===== src/sv/feedback_queue_thread_scheduler_defines.svh =====
// Assertion macros shared by the feedback queue thread scheduler RTL.
`ifndef FEEDBACK_QUEUE_THREAD_SCHEDULER_DEFINES_SVH
`define FEEDBACK_QUEUE_THREAD_SCHEDULER_DEFINES_SVH

// Same-cycle implication, checked outside reset.
`define FQTS_ASSERT_NOW(label, clk, rst, ante, cons, msg) \
   label: assert property (@(posedge clk) disable iff (rst) (ante) |-> (cons)) \
      else $error(msg);

// Next-cycle implication, checked outside reset.
`define FQTS_ASSERT_NEXT(label, clk, rst, ante, cons, msg) \
   label: assert property (@(posedge clk) disable iff (rst) (ante) |=> (cons)) \
      else $error(msg);

`endif


===== src/sv/fqts_pkg.sv =====
// Shared types and constants of the feedback queue thread scheduler.
package fqts_pkg;

   // Payload widths.
   localparam int TID_W   = 8;
   localparam int PRIO_W  = 3;
   localparam int LEVEL_W = 6;
   localparam int SLICE_W = 16;
   localparam int COUNT_W = 32;

   // Item kinds.
   localparam logic KIND_ADD = 1'b0;
   localparam logic KIND_GET = 1'b1;

   // Control register indexes.
   localparam int CSR_IDX_W = 2;
   localparam logic [CSR_IDX_W-1:0] CSR_SLICE_BASE = 2'd0;
   localparam logic [CSR_IDX_W-1:0] CSR_SLICE_STEP = 2'd1;
   localparam logic [CSR_IDX_W-1:0] CSR_IDLE_SLICE = 2'd2;

   // Control register reset values.
   localparam logic [SLICE_W-1:0] SLICE_BASE_RST = 16'd970;
   localparam logic [SLICE_W-1:0] SLICE_STEP_RST = 16'd130;
   localparam logic [SLICE_W-1:0] IDLE_SLICE_RST = 16'd2500;

   // Level windows of the priority classes, relative to the start of a half.
   localparam int WIN_W        = 5;
   localparam int PRIO_CLASSES = 5;
   localparam logic [PRIO_W-1:0] PRIO_BACKGROUND = 3'd4;
   localparam logic [WIN_W-1:0] WIN_LO [PRIO_CLASSES] = '{5'd0, 5'd2, 5'd8, 5'd16, 5'd24};
   localparam logic [WIN_W-1:0] WIN_HI [PRIO_CLASSES] = '{5'd1, 5'd7, 5'd15, 5'd23, 5'd31};

   // Sequencer states.
   typedef enum logic [2:0] {
      ST_IDLE,
      ST_ADD_LEVEL,
      ST_ADD_LINK,
      ST_GET_HEAD,
      ST_GET_POP,
      ST_REPLY
   } state_type;

   // Fields of an add beat that steer the level update.
   typedef struct packed {
      logic [PRIO_W-1:0]  priority_req;
      logic               is_kernel;
      logic [LEVEL_W-1:0] forced_level;
      logic               early_yield;
      logic               io_yield;
   } add_req_type;

endpackage


===== src/sv/fqts_level_calc.sv =====
// Queue level update of an added thread: forced level or feedback step and window clamp.
module fqts_level_calc import fqts_pkg::*; #(
   parameter int QUEUE_LEVELS = 64,
   localparam int LVL_W = $clog2(QUEUE_LEVELS)
) (
   input  add_req_type      add_req,
   input  logic             stored_valid,
   input  logic [LVL_W-1:0] stored_level,
   output logic [LVL_W-1:0] new_level
);

   localparam int EXT_W = LEVEL_W + 1;
   localparam logic [EXT_W-1:0] TOP  = EXT_W'(QUEUE_LEVELS - 1);
   localparam logic [EXT_W-1:0] HALF = EXT_W'(QUEUE_LEVELS / 2);

   logic [PRIO_W-1:0] prio;
   logic [EXT_W-1:0]  offset;
   logic [EXT_W-1:0]  lo_raw;
   logic [EXT_W-1:0]  hi_raw;
   logic [EXT_W-1:0]  lo;
   logic [EXT_W-1:0]  hi;
   logic [EXT_W-1:0]  cur;
   logic [EXT_W-1:0]  stepped;
   logic [EXT_W-1:0]  forced;
   logic [EXT_W-1:0]  result;

   // Window of the priority class, moved into the thread's half and capped at the top queue.
   always_comb begin
      prio   = (add_req.priority_req > PRIO_BACKGROUND) ? PRIO_BACKGROUND
                                                        : add_req.priority_req;
      offset = add_req.is_kernel ? '0 : HALF;
      lo_raw = offset + EXT_W'(WIN_LO[prio]);
      hi_raw = offset + EXT_W'(WIN_HI[prio]);
      lo     = (lo_raw > TOP) ? TOP : lo_raw;
      hi     = (hi_raw > TOP) ? TOP : hi_raw;
   end

   // Feedback step: a full slice moves the thread up, an I/O wait moves it down.
   always_comb begin
      cur     = stored_valid ? EXT_W'(stored_level) : '0;
      stepped = cur;
      if (!add_req.early_yield && !add_req.io_yield && (cur < TOP)) begin
         stepped = cur + EXT_W'(1);
      end
      if (add_req.io_yield && (cur != '0)) begin
         stepped = cur - EXT_W'(1);
      end
   end

   // A nonzero forced level wins over the dynamic level.
   always_comb begin
      forced = EXT_W'(add_req.forced_level);
      if (add_req.forced_level != '0) begin
         result = (forced > TOP) ? TOP : forced;
      end else if (stepped < lo) begin
         result = lo;
      end else if (stepped > hi) begin
         result = hi;
      end else begin
         result = stepped;
      end
      new_level = LVL_W'(result);
   end

endmodule


===== config.mk =====
export PLATFORM = sky130hd
export DESIGN_NAME = fqts_level_calc
export DESIGN_NICKNAME = d
export VERILOG_FILES = /design/src/sv/feedback_queue_thread_scheduler_defines.svh /design/src/sv/fqts_pkg.sv /design/src/sv/fqts_level_calc.sv
export SDC_FILE = /design/constraint.sdc
export NUM_CORES = 1
export LEC_CHECK = 0
export BUFFER_PORTS_ARGS = -buffer_cell sky130_fd_sc_hd__buf_2
export CORE_MARGIN = 8
export CORE_UTILIZATION = 50
export DETAILED_ROUTE_END_ITERATION = 6
export PLACE_DENSITY = 0.8
export SYNTH_ARGS = -nofsm -noshare
export SYNTH_HDL_FRONTEND = slang
export SYNTH_SLANG_ARGS = --single-unit

===== constraint.sdc =====
create_clock -name vclk -period 5
set_clock_uncertainty 0.1 [all_clocks]
set_input_delay 0 -clock vclk [all_inputs]
set_output_delay 0 -clock vclk [all_outputs]
set_load 0.005 [all_outputs]

==> impl_metrics.py <==
metrics = {
    "outcome": {
        "status": "complete, no violations",
    },
    "finish": {
        "diodes": 0,
        "design.seq.count": 0,
        "drive_above_1_share_pct": 25.8,
        "syn_to_final_growth_pct": 16.5,
        "nClkBuffers": 0,
        "multi_input_area_um2": 687,
        "nNetsFinal": 157,
        "final_util_pct": 63.7,
        "final_cell_area_um2": 850,
        "fillers": 139,
        "regArea_um2": 0,
    },
    "global_route": {
        "grt_use_total_pct": 14.0,
        "grt_max_degree": 11,
        "grt-ovfl-total": 0,
        "grt_pass1_vias": 762,
        "grt_pass1_wl_mm": 3.35,
        "antenna_found_initial": 0,
    },
    "synth": {
        "synth_cells": 107,
        "synth.avg_cell_area_um2": 6.82,
        "syn_area_um2": 729,
        "syn-num-nets": 134,
        "yosysUniqueCellTypes": 40,
        "yosysWarnings": 0,
        "yosysSeqAreaShare_pct": 0,
    },
    "worst_hold_path": {
        "min_from": "add_req[2]",
        "hold_end": "new_level[0]",
        "hold_path.class": "in2out",
        "hold_depth": 4,
    },
    "run": {
        "cap_violations": 0,
    },
    "route": {
        "met3_length_um": 37,
        "wl_met2_mm": 1.06,
        "antenna_left": 0,
        "viasPerCell": 6.12,
        "top_layer_used": "met3",
        "drtIter0Drc": 29,
        "wirelength_mm": 2.10,
        "wl_met1_um": 999,
        "wl_per_cell_um": 14.7,
        "first_pass_iters": 4,
        "vias": 875,
        "drc": 0,
    },
    "placed_design": {
        "place_area_um2": 850,
        "place_congestion": 0.928,
        "dp_hpwl_mm": 1.80,
        "place.port_buffers": 25,
    },
    "power": {
        "clkPwrFrac_pct": 0,
        "seqPwrFrac_pct": 0,
        "p_total_uw": 67.3,
        "sw_frac_of_total_pct": 59.6,
        "pwr-share-comb_pct": 100.0,
        "ir_drop_mv": 0.0393,
        "p_leak_nw": 0.391,
        "powerDensity_nw_per_um2": 79.3,
        "intPower_uw": 27.2,
        "switching_power_uw": 40.1,
    },
    "die": {
        "rows": 13,
        "initial_core_util_pct": 54.7,
        "core_area_um2": 1330,
        "die_width_um": 54.2,
        "die_h_um": 54.2,
        "ioPinCount": 25,
        "die_area_um2": 2940,
    },
    "sta": {
        "slew_headroom_pct": 35.1,
        "tightestPinTransition_ns": 0.965,
        "setup-tns-final_ns": 0,
        "rsz0062_at_grt": "no",
        "timing.final.crit_share_pct": 75.8,
        "finalCriticalPeriod_ns": 3.79,
        "setup_viol": 0,
        "holdWs_ns": 0.174,
        "fmax_ghz": 0.264,
        "drv_slew": 0,
        "hold_viol": 0,
    },
    "cts": {
        "holdBufCountCts": 0,
        "cts_setup_buffers": 0,
        "cts_resized": 0,
    },
    "worst_setup_path": {
        "path_class": "in2out",
        "end_kind": "primary output",
        "critical_path_required_ns": 4.90,
        "crit_fanout": 9,
        "cp.arrival_ns": 3.69,
        "crit_path_start_kind": "primary input",
    },
}
## critical path, stage by stage
cell	delay, ns
buf_2	0.16
and2_1	0.21
ha_1	0.25
nand4_1	0.11
o21a_1	0.24
and4_1	0.21
a31oi_1	0.22
mux2i_1	0.33
ha_1	0.30
a21o_1	0.16
a211oi_1	0.37
a31o_2	0.20
a41oi_4	0.06
or4_1	0.53
a31o_1	0.22
buf_2	0.12
## cells by family (layout without fill, tap and decap cells)
group	Yosys count	after routing	share of synthesized area, %
AOI/OAI and AO/OA	36	36	36.9
and+or+nand+nor	51	51	38.8
buffers and inverters	9	30	5.83
adders and majority gates	8	8	13.7
xor gates and xnor gates	2	2	3.43
muxes	1	1	1.37
## cell type report
| cell class | instances | area share (%) |
|---|---|---|
| multi-input cells | 98 | 80.9 |
| repair buffers | 25 | 14.7 |
| inverters | 5 | 2.21 |
| well taps | 15 | 2.21 |
## cell usage after synthesis
| library cell | n | share of area, % |
|---|---|---|
| nor4b_1 | 1 | 1.2 |
| a32oi_2 | 1 | 2.2 |
| o211ai_1 | 1 | 1.0 |
| mux2i_1 | 1 | 1.4 |
| o21bai_1 | 1 | 1.0 |
| a21o_1 | 1 | 1.0 |
| nand2b_1 | 1 | 0.86 |
| xor2_2 | 1 | 2.2 |
| nor4_4 | 1 | 2.9 |
| and2_1 | 3 | 2.6 |
| and4_1 | 1 | 1.2 |
| a41o_1 | 1 | 1.4 |
| and3_1 | 3 | 2.6 |
| a21oi_2 | 1 | 1.2 |
| buf_6 | 1 | 1.5 |
| or3_1 | 1 | 0.86 |
| clkbuf_1 | 2 | 1.0 |
| buf_2 | 1 | 0.69 |
| or4_1 | 3 | 3.1 |
| o31ai_1 | 3 | 3.1 |
| nand3b_1 | 1 | 1.0 |
| o21ai_0 | 5 | 3.4 |
| nor4_1 | 1 | 0.86 |
| o21a_1 | 4 | 4.1 |
| a41oi_1 | 1 | 1.2 |
| inv_1 | 5 | 2.6 |
| nor2_1 | 13 | 6.7 |
| a211oi_1 | 2 | 2.1 |
| a21oi_1 | 10 | 6.9 |
| ha_1 | 8 | 14 |
| nand3_1 | 3 | 2.1 |
| and4bb_2 | 1 | 1.7 |
| a31o_2 | 2 | 2.4 |
| nand4_1 | 3 | 2.6 |
| a31o_1 | 1 | 1.2 |
| nor3_1 | 5 | 3.4 |
| xnor2_1 | 1 | 1.2 |
| nand2_1 | 10 | 5.1 |
| a31oi_1 | 1 | 0.86 |
| a41oi_4 | 1 | 3.8 |
## layer usage
metal | up-vias | global-route usage [%]
met5 | - | 0
met4 | 0 | 0
met3 | 0 | 0
met2 | 16 | 25.8
met1 | 401 | 18.8
li1 | 458 | -
## cells in the final DEF (no fill, tap or decap), types with 2 or more instances in the layout
master,n
ha_1,8
nand3_1,3
o21ai_0,5
o31ai_1,3
or4_1,3
nor3_1,5
a31o_2,2
a21oi_1,10
a211oi_1,2
inv_1,5
nor2_1,13
nand2_1,10
and2_1,3
o21a_1,4
and3_1,3
nand4_1,3
buf_2,25
## how the worst max path moves through the flow
stage | start | to | slack (ns) | cells past startpoint
6_report | stored_valid | new_level[4] | 1.21 | 16
5_1_grt | stored_valid | new_level[4] | 1.01 | 15
4_1_cts | stored_valid | new_level[4] | 1.26 | 16
3_5_place_dp | stored_valid | new_level[4] | 1.27 | 16
3_3_place_gp | stored_valid | new_level[4] | 1.32 | 16
2_1_floorplan | stored_valid | new_level[4] | 1.80 | 15
## metrics by stage
| stage | setup WS (ns) | std cells |
|---|---|---|
| 6_report | 1.21 | 143 |
| 5_1_grt | 1.01 | 143 |
| 4_1_cts | 1.26 | 143 |
| 3_5_place_dp | 1.27 | 143 |
| 3_3_place_gp | 1.32 | 143 |
| 2_1_floorplan | 1.80 | 107 |
## power by group through the flow
stage | combinational [mW] | sequential [mW] | clock, mW
after global placement | 0.0639 | 0 | 0
after global routing | 0.0748 | 0 | 0
after CTS | 0.0665 | 0 | 0
after floorplan | 0.0441 | 0 | 0
final | 0.0673 | 0 | 0
after detailed placement | 0.0661 | 0 | 0
(Power assumes the default switching activity.)
